**config.mk**
```make
export PLATFORM = sky130hd
export DESIGN_NAME = spd_datapath
export DESIGN_NICKNAME = d
export VERILOG_FILES = /design/src/hw/rtl/spd_pkg.sv /design/src/hw/rtl/spd_datapath.sv
export SDC_FILE = /design/constraint.sdc
export NUM_CORES = 2
export LEC_CHECK = 0
export BUFFER_PORTS_ARGS = -buffer_cell sky130_fd_sc_hd__buf_2
export CAP_MARGIN = 20
export CORE_ASPECT_RATIO = 0.75
export CORE_UTILIZATION = 60
export CTS_CLUSTER_SIZE = 25
export DETAILED_ROUTE_END_ITERATION = 8
export PLACE_DENSITY = 0.78
export SETUP_SLACK_MARGIN = 0.1
export SYNTH_ARGS = -nofsm -noshare
export SYNTH_HDL_FRONTEND = slang
export SYNTH_SLANG_ARGS = --single-unit
```
**constraint.sdc**
```tcl
create_clock -name clk -period 27.6 [get_ports clk]
set_input_delay 1.38 -clock clk [delete_from_list [all_inputs] [get_ports clk]]
set_output_delay 1.38 -clock clk [all_outputs]
set_load 0.1 [all_outputs]
```
**src/hw/rtl/spd_pkg.sv**
```systemverilog
// ----------------------------------------------------------------------------
// Stereo ping-pong delay package
// Shared types, register indexes, sequencer step codes and fixed constants.
// ----------------------------------------------------------------------------
package spd_pkg;

  // Configuration registers are all 16 bits wide.
  localparam int COEF_W    = 16;
  localparam int CFG_IDX_W = 3;

  // Filter states carry the sample with this many extra fraction bits.
  localparam int FILT_EXTRA = 8;

  localparam logic [COEF_W-1:0] UNITY_Q15 = 16'h8000;

  // Register indexes.
  localparam logic [CFG_IDX_W-1:0] REG_DELAY_LENGTH   = 3'd0;
  localparam logic [CFG_IDX_W-1:0] REG_FEEDBACK_GAIN  = 3'd1;
  localparam logic [CFG_IDX_W-1:0] REG_PAN_AMOUNT     = 3'd2;
  localparam logic [CFG_IDX_W-1:0] REG_LOWPASS_COEFF  = 3'd3;
  localparam logic [CFG_IDX_W-1:0] REG_HIGHPASS_COEFF = 3'd4;

  // Register reset values.
  localparam int                DELAY_LENGTH_RESET   = 24000;
  localparam logic [COEF_W-1:0] FEEDBACK_GAIN_RESET  = 16'd16384;
  localparam logic [COEF_W-1:0] PAN_AMOUNT_RESET     = 16'd16384;
  localparam logic [COEF_W-1:0] LOWPASS_COEFF_RESET  = 16'd32768;
  localparam logic [COEF_W-1:0] HIGHPASS_COEFF_RESET = 16'd128;

  // Sequencer steps. Each step from ST_LP_L to ST_FB_R issues one multiply on the shared unit.
  localparam int STEP_W = 4;
  localparam logic [STEP_W-1:0] ST_IDLE  = 4'd0;
  localparam logic [STEP_W-1:0] ST_LP_L  = 4'd1;  // low-pass multiply, left
  localparam logic [STEP_W-1:0] ST_LP_R  = 4'd2;  // low-pass multiply, right
  localparam logic [STEP_W-1:0] ST_HP_L  = 4'd3;  // high-pass multiply, left
  localparam logic [STEP_W-1:0] ST_HP_R  = 4'd4;  // high-pass multiply, right
  localparam logic [STEP_W-1:0] ST_PAN_L = 4'd5;  // pan multiply, left
  localparam logic [STEP_W-1:0] ST_PAN_R = 4'd6;  // pan multiply, right
  localparam logic [STEP_W-1:0] ST_FB_L  = 4'd7;  // feedback multiply, left
  localparam logic [STEP_W-1:0] ST_FB_R  = 4'd8;  // feedback multiply, right
  localparam logic [STEP_W-1:0] ST_OUT   = 4'd9;  // result and right store write

  typedef struct packed {
    logic [STEP_W-1:0] step;
    logic              mul_en;
  } spd_ctrl_t;

  typedef struct packed {
    logic [COEF_W-1:0] lowpass;
    logic [COEF_W-1:0] highpass;
    logic [COEF_W-1:0] pan;
    logic [COEF_W-1:0] feedback;
  } spd_coef_t;

endpackage

```
**src/hw/rtl/spd_datapath.sv**
```systemverilog
// ----------------------------------------------------------------------------
// Stereo ping-pong delay datapath
// Shared multiplier, tone filter states and feedback accumulators.
// ----------------------------------------------------------------------------
module spd_datapath #(
  parameter int SAMPLE_BITS = 16
) (
  input  logic                          clk,
  input  logic                          rst_n,
  input  spd_pkg::spd_ctrl_t            ctrl,
  input  spd_pkg::spd_coef_t            coef,
  input  logic signed [SAMPLE_BITS-1:0] x_left,
  input  logic signed [SAMPLE_BITS-1:0] x_right,
  input  logic signed [SAMPLE_BITS-1:0] rd_left,
  input  logic signed [SAMPLE_BITS-1:0] rd_right,
  output logic        [SAMPLE_BITS-1:0] wr_sample
);
  import spd_pkg::*;

  localparam int SB = SAMPLE_BITS;
  localparam int FW = SB + FILT_EXTRA;  // filter state
  localparam int ZW = FW + 1;           // filter differences
  localparam int AW = SB + 11;          // multiplier operand A / accumulator
  localparam int BW = COEF_W + 1;       // multiplier operand B
  localparam int PW = AW + BW;          // product

  localparam logic signed [PW-1:0] SAT_HI = PW'((64'sd1 <<< (SB - 1)) - 64'sd1);
  localparam logic signed [PW-1:0] SAT_LO = -SAT_HI - PW'(1);

  logic signed [FW-1:0] lp_l_r, lp_r_r, hp_l_r, hp_r_r;
  logic signed [AW-1:0] acc_l_r, acc_r_r;
  logic signed [PW-1:0] prod_r;

  logic signed [AW-1:0] mul_a;
  logic signed [BW-1:0] mul_b;
  logic signed [FW-1:0] x8_l, x8_r;
  logic signed [ZW-1:0] dlp_l, dlp_r, dhp_l, dhp_r;
  logic signed [FW-1:0] sh16;
  logic signed [AW-1:0] sh14;
  logic signed [PW-1:0] sh23;
  logic signed [AW-1:0] fb_l, fb_r;
  logic [COEF_W-1:0]    pan_c, fb_c;

  always_comb begin
    x8_l  = {x_left,  {FILT_EXTRA{1'b0}}};
    x8_r  = {x_right, {FILT_EXTRA{1'b0}}};
    dlp_l = {x8_l[FW-1], x8_l} - {lp_l_r[FW-1], lp_l_r};
    dlp_r = {x8_r[FW-1], x8_r} - {lp_r_r[FW-1], lp_r_r};
    dhp_l = {lp_l_r[FW-1], lp_l_r} - {hp_l_r[FW-1], hp_l_r};
    dhp_r = {lp_r_r[FW-1], lp_r_r} - {hp_r_r[FW-1], hp_r_r};
    pan_c = (coef.pan > UNITY_Q15) ? UNITY_Q15 : coef.pan;
    fb_c  = (coef.feedback > UNITY_Q15) ? UNITY_Q15 : coef.feedback;

    // Arithmetic shifts of the product round toward minus infinity.
    sh16 = FW'(prod_r >>> 16);
    sh14 = AW'(prod_r >>> 14);
    sh23 = prod_r >>> (15 + FILT_EXTRA);

    // Opposite channel's delayed sample, aligned to the filter scale.
    fb_l = {{(AW-FW){rd_right[SB-1]}}, rd_right, {FILT_EXTRA{1'b0}}} + sh14;
    fb_r = {{(AW-FW){rd_left[SB-1]}},  rd_left,  {FILT_EXTRA{1'b0}}} + sh14;
  end

  // Operand selection for the shared multiplier.
  always_comb begin
    mul_a = '0;
    mul_b = '0;
    unique case (ctrl.step)
      ST_LP_L: begin
        mul_a = {{(AW-ZW){dlp_l[ZW-1]}}, dlp_l};
        mul_b = {1'b0, coef.lowpass};
      end
      ST_LP_R: begin
        mul_a = {{(AW-ZW){dlp_r[ZW-1]}}, dlp_r};
        mul_b = {1'b0, coef.lowpass};
      end
      ST_HP_L: begin
        mul_a = {{(AW-ZW){dhp_l[ZW-1]}}, dhp_l};
        mul_b = {1'b0, coef.highpass};
      end
      ST_HP_R: begin
        mul_a = {{(AW-ZW){dhp_r[ZW-1]}}, dhp_r};
        mul_b = {1'b0, coef.highpass};
      end
      ST_PAN_L: begin
        mul_a = {{(AW-ZW){dhp_l[ZW-1]}}, dhp_l};
        mul_b = {1'b0, pan_c};
      end
      ST_PAN_R: begin
        mul_a = {{(AW-ZW){dhp_r[ZW-1]}}, dhp_r};
        mul_b = {1'b0, UNITY_Q15 - pan_c};
      end
      ST_FB_L: begin
        mul_a = acc_l_r;
        mul_b = {1'b0, fb_c};
      end
      ST_FB_R: begin
        mul_a = acc_r_r;
        mul_b = {1'b0, fb_c};
      end
      default: begin
        mul_a = '0;
        mul_b = '0;
      end
    endcase
  end

  always_ff @(posedge clk) begin
    if (ctrl.mul_en) begin
      prod_r <= mul_a * mul_b;
    end
  end

  // Each step consumes the product issued in the step before it.
  always_ff @(posedge clk) begin
    if (!rst_n) begin
      lp_l_r <= '0;
      lp_r_r <= '0;
      hp_l_r <= '0;
      hp_r_r <= '0;
    end else begin
      case (ctrl.step)
        ST_LP_R:  lp_l_r <= lp_l_r + sh16;
        ST_HP_L:  lp_r_r <= lp_r_r + sh16;
        ST_HP_R:  hp_l_r <= hp_l_r + sh16;
        ST_PAN_L: hp_r_r <= hp_r_r + sh16;
        default: begin
        end
      endcase
    end
  end

  always_ff @(posedge clk) begin
    if (ctrl.step == ST_PAN_R) begin
      acc_l_r <= fb_l;
    end
    if (ctrl.step == ST_FB_L) begin
      acc_r_r <= fb_r;
    end
  end

  // Feedback sample, saturated to the sample width.
  always_comb begin
    if (sh23 > SAT_HI) begin
      wr_sample = SAT_HI[SB-1:0];
    end else if (sh23 < SAT_LO) begin
      wr_sample = SAT_LO[SB-1:0];
    end else begin
      wr_sample = sh23[SB-1:0];
    end
  end

endmodule

```
Word level (Yosys, flattened, before mapping)
Cells that the tools add are included.

Mux-type cells: 6. Magnitude comparators: 4. Reduce and logical (&&, ||, !) cells: 5. Multiply operators: 1. Add/subtract/negate cells: 11. Eq/ne operators: 8.

Operators with widths (count): 27-bit one-hot mux with 6 select lines (1); 24-bit by 24-bit subtractor with 25-bit output (4); 24-bit adder (4); 16-bit one-hot mux with 5 select lines (1); 16-bit two-way mux (4); 27-bit adder (2); 27-bit by 17-bit multiplier with 44-bit output (1); 16-bit greater-than comparator, second input constant (2); 21-bit by 16-bit greater-than comparator with 1-bit output, second input constant (1); 21-bit by 16-bit < comparator with 1-bit output, second input constant (1); 4-bit by 3-bit equality test with 1-bit output, second input constant (4); 16-bit subtractor, first input constant (1); 2-bit OR reduction (5); 4-bit by 2-bit equality test with 1-bit output, second input constant (2); 4-bit by 1-bit equality test with 1-bit output, second input constant (1); 4-bit equality test, second input constant (1).

Register bits: 194. Output and inout bits: 16. Logic and storage cells: 42.

Depth between registers and ports, before layout
Word-level depth: 5. Mapped depth: 38. Mapped depth without buffers: 37.

Least setup slack after synthesis
No wires, ideal clock.

Kind: input-to-reg. From: input port ctrl[2] (netlist bit). To: register prod_r[43], data pin. Path slack: 17.768 ns. Buffers on the path: 5. Arrival: 9.572 ns. Library setup time: 0.260 ns. Cell stages on the path: 31. Cell sequence: clkbuf_1 -> and3_1 -> clkbuf_1 -> clkbuf_1 -> buf_1 -> a222oi_1 -> o2111ai_1 -> clkbuf_1 -> nand2_1 -> fa_1 -> inv_1 -> fa_1 -> inv_1 -> fa_1 -> inv_1 -> fa_1 -> fa_1 -> inv_1 -> fa_1 -> inv_1 -> ha_1 -> a211oi_1 -> o21ai_0 -> a41oi_1 -> o31ai_2 -> a31oi_1 -> o31ai_2 -> a311o_1 -> a2111oi_1 -> o31a_1 -> xnor2_1.

Word-level cells in the longest chain between the ends: 4. Elaborated cells on any way between the ends: 16. Classes of those cells: mul (1); eq/ne (8); mux (2); reduce/logical (5).

RTL lines: start: declaration (RTL line spd_datapath.sv:10) `input spd_pkg::spd_ctrl_t ctrl,`; 4-bit by 3-bit equality test with 1-bit output (tied with other cells) (RTL line spd_datapath.sv:68) `unique case (ctrl.step)`; 2-bit OR reduction (no line); 27-bit one-hot mux with 6 select lines / 16-bit one-hot mux with 5 select lines (equally long branches) (RTL line spd_datapath.sv:68); 27-bit by 17-bit multiplier with 44-bit output * (RTL line spd_datapath.sv:110) `prod_r <= mul_a * mul_b;`; end signal: assignment (RTL line spd_datapath.sv:110); end: declaration (RTL line spd_datapath.sv:32) `logic signed [PW-1:0] prod_r;`.

Mark *: on every way between the ends. The rest lies on a longest branch, timed or not. A chain may end at the register's enable or synchronous reset.

Worst setup path after layout
From: input port coef[16] (netlist bit). To: register prod_r[43], data pin.

Word-level cells in the longest chain between the ends: 5.

RTL lines: start: declaration (RTL line spd_datapath.sv:11) `input spd_pkg::spd_coef_t coef,`; 16-bit greater-than comparator (RTL line spd_datapath.sv:51) `pan_c = (coef.pan > UNITY_Q15) ? UNITY_Q15 : coef.pan;`; 16-bit two-way mux * (RTL line spd_datapath.sv:51); 16-bit subtractor (RTL line spd_datapath.sv:91) `mul_b = {1'b0, UNITY_Q15 - pan_c};`; 16-bit one-hot mux with 5 select lines * (RTL line spd_datapath.sv:68); 27-bit by 17-bit multiplier with 44-bit output * (RTL line spd_datapath.sv:110).

Marked as above.

==> impl_metrics.yaml <==
final_layout:
  area_growth_pct: 6.750
  drive_above_1_share_pct: 7.533
  nFillCells: 4558
  multi_input_area_um2: 24880
  ff_latch_area_um2: 4444
  fin_area_um2: 34410
  nNetsFinal: 4859
worst_setup_path:
  critPathMaxStageDelay_ns: 0.61
  worst-setup-path-type: "in -> reg"
  critPathArrivalTime_ns: 11.00
  slowest_stage: "a31oi_1"
  end_kind: "flop"
  crit_top_cell: "fa_1"
  start_kind: "input port"
  r2r_slack_ns: 16.87
  cp_data_required_time_ns: 27.81
  critPathMaxFanout: 26
routing:
  wl_um: 98060
  drtPass1Iterations: 9
  drtAntennaViolNets: 0
  wl_per_cell_um: 20.82
  initialDrtViolationCount: 2979
  drc_errors: 0
  vias: 28461
  vias_per_cell: 6.043
floorplanning:
  die-area_um2: 54670
  num_rows: 73
  initial_core_util_pct: 60.75
  die_y_um: 202.7
  core_um2: 53070
  ioPinCount: 151
  die_w_um: 269.6
clocking:
  cts_sinks: 180
  h-tree-depth: 4
  cts.repair.resized: 0
  clkTransAtPathRegs_ns: 0.08
  cts_buffers: 17
  clock_path_buffers: 2
  post_cts_buffers: 0
  cts_hold_buf: 0
  clock_latency_ns: 0.47
  root_buffer: "clkbuf_16"
  tritoncts: "done"
logic_synthesis:
  syn-instance-count: 3882
  ys_types: 90
  synth_fp_nets: 4758
  synth.avg_cell_area_um2: 8.304
  ys_async_sr_fraction_pct: 0
  synth_area_leaders: "fa_1 (26%), ha_1 (12%), edfxtp_1 (7.8%)"
  yosysMostFrequentCell: "inv_1"
  synth_top_area_share_pct: 26.39
  syn_area_um2: 32240
  synth_top_cell_by_area: "fa_1"
  synth_common_cells: "inv_1 (649), nand2_1 (514), fa_1 (425)"
  yosys_warnings: 0
  ys_seq_area_share_pct: 13.79
  synth_seq_cells: 180
  synthFlopType: "dfxtp_1"
  synth_edf_count: 84
timing:
  timing.slew.headroom_pct: 33.76
  finalWorstSetupSlack_ns: 16.82
  worstMarginPinSlew_ns: 0.9686
  setup-violations-final: 0
  rsz0062_at_grt: "false"
  finalMaxSlewViolations: 0
  finalClockSkew_ns: 0.01214
  fin_setup_tns_ns: 0
  final_hold_viol_count: 0
  timing.fmax_ghz: 0.09273
  period_needed_ns: 10.78
  finalCritPeriodShare_pct: 39.07
global_route:
  track_usage_pct: 36.18
  antenna_found_initial: 2
  grt_first_pass_wirelength_um: 153000
  grt_pass1_vias: 27203
  grt_max_degree: 68
  grt-ovfl-total: 0
place:
  gp_congestion: 1.006
  post-place-ws_ns: 16.51
  portBuffers: 150
  dpl.hpwl_um: 79280
  placed_cell_area_um2: 33810
flow_run:
  cap_viol_max_count: 0
status:
  status: "finished clean"
power:
  cellPowerDensity_nw_per_um2: 80.13
  p_switching_mw: 1.461
  power.leakage_nw: 16.15
  combPwrFrac_pct: 73.6
  power_frac_seq_pct: 17.1
  swShare_pct: 52.99
  vdd.ir_drop.worst_mv: 0.1323
  intPower_mw: 1.296
  pwr-share-clk_pct: 9.3
min_path:
  hp-class: "reg -> reg"
worst max-delay path, delay by kind of cell:
family | cells | cell delay (ns)
AO/OA/AOI/OAI | 12 | 4.34
XOR/XNOR | 1 | 0.07
adder cells (fa/ha/maj) | 7 | 3.12
buffers and inverters | 6 | 0.64
AND/OR/NAND/NOR | 5 | 1.42
cells by family (layout without fill, tap and decap cells):
group / count (synthesis) / in the layout / synth area share, %
other: 0 / 2 / 0
DFF: 180 / 180 / 13.79
adders and majority gates: 741 / 741 / 38.66
AOI/OAI and AO/OA: 775 / 775 / 15.81
buffers and inverters: 773 / 887 / 9.121
and+or+nand+nor: 1214 / 1214 / 17.18
muxes: 7 / 7 / 0.2290
xor gates and xnor gates: 192 / 192 / 5.217
sequential cells by signal, summed over array words and instances (netlist names):
name and cells:
acc_r_r 27, hp_r_r 24, prod_r 30, acc_l_r 27, lp_r_r 24, lp_l_r 24
hp_l_r 24
metal layers:
layer  global-route usage [%]  vias up  wire, µm
li1                         -    13024         -
met1                    52.99    13603     41770
met2                    53.00     1625     40680
met3                    8.149      207     12210
met4                    11.51        2      3380
met5                        0        -        13
cell usage in the layout, fill, tap and decap left out, drive strengths merged, types with 47 or more instances in the layout:
master / count
dfxtp: 96
a21oi: 265
fa: 425
nor2b: 50
edfxtp: 84
ha: 316
a21o: 80
nor3: 58
nand2: 524
inv: 658
xnor2: 133
o21ai: 136
nand3: 72
and2: 55
xor2: 59
nand2b: 47
nor2: 284
buf: 204
power by group through the flow:
stage                     logic (mW)  registers (mW)  clock network, mW
after global placement          1.95           0.476                  0
after detailed placement        2.00           0.476                  0
after floorplan                 1.54           0.425                  0
after global routing            2.25           0.473              0.267
final                           2.03           0.473              0.256
after CTS                       2.01           0.470              0.257
stage by stage:
step	power [mW]	hold slack, ns	util (%)	std cells
after global routing	2.989	0.4890	64.84	4709
after detailed placement	2.471	0.4411	63.71	4675
after global placement	2.423	0.4417	63.71	4675
after floorplan	1.962	0.4215	-	3882
after CTS	2.737	0.4702	64.81	4707
final	2.757	0.4664	64.85	4710
final cells by class:
type                       instances  area share, %
clock buffer                      17          1.236
sequential                       180          12.91
tap                              712          2.589
antenna                            2        0.01454
clock inverter                    15         0.4618
inverter                         651          7.101
multi-input combinational       2929          72.30
timing repair buffer             204          3.381
final timing paths:
check,start,to,depth (start not counted)
min reg2reg,prod_r[15],acc_r_r[1],0
max reg2reg,lp_l_r[0],prod_r[43],34
min,prod_r[15],acc_r_r[1],0
max,coef[16],prod_r[43],31
No activity file was read; power rests on OpenSTA's default activity.
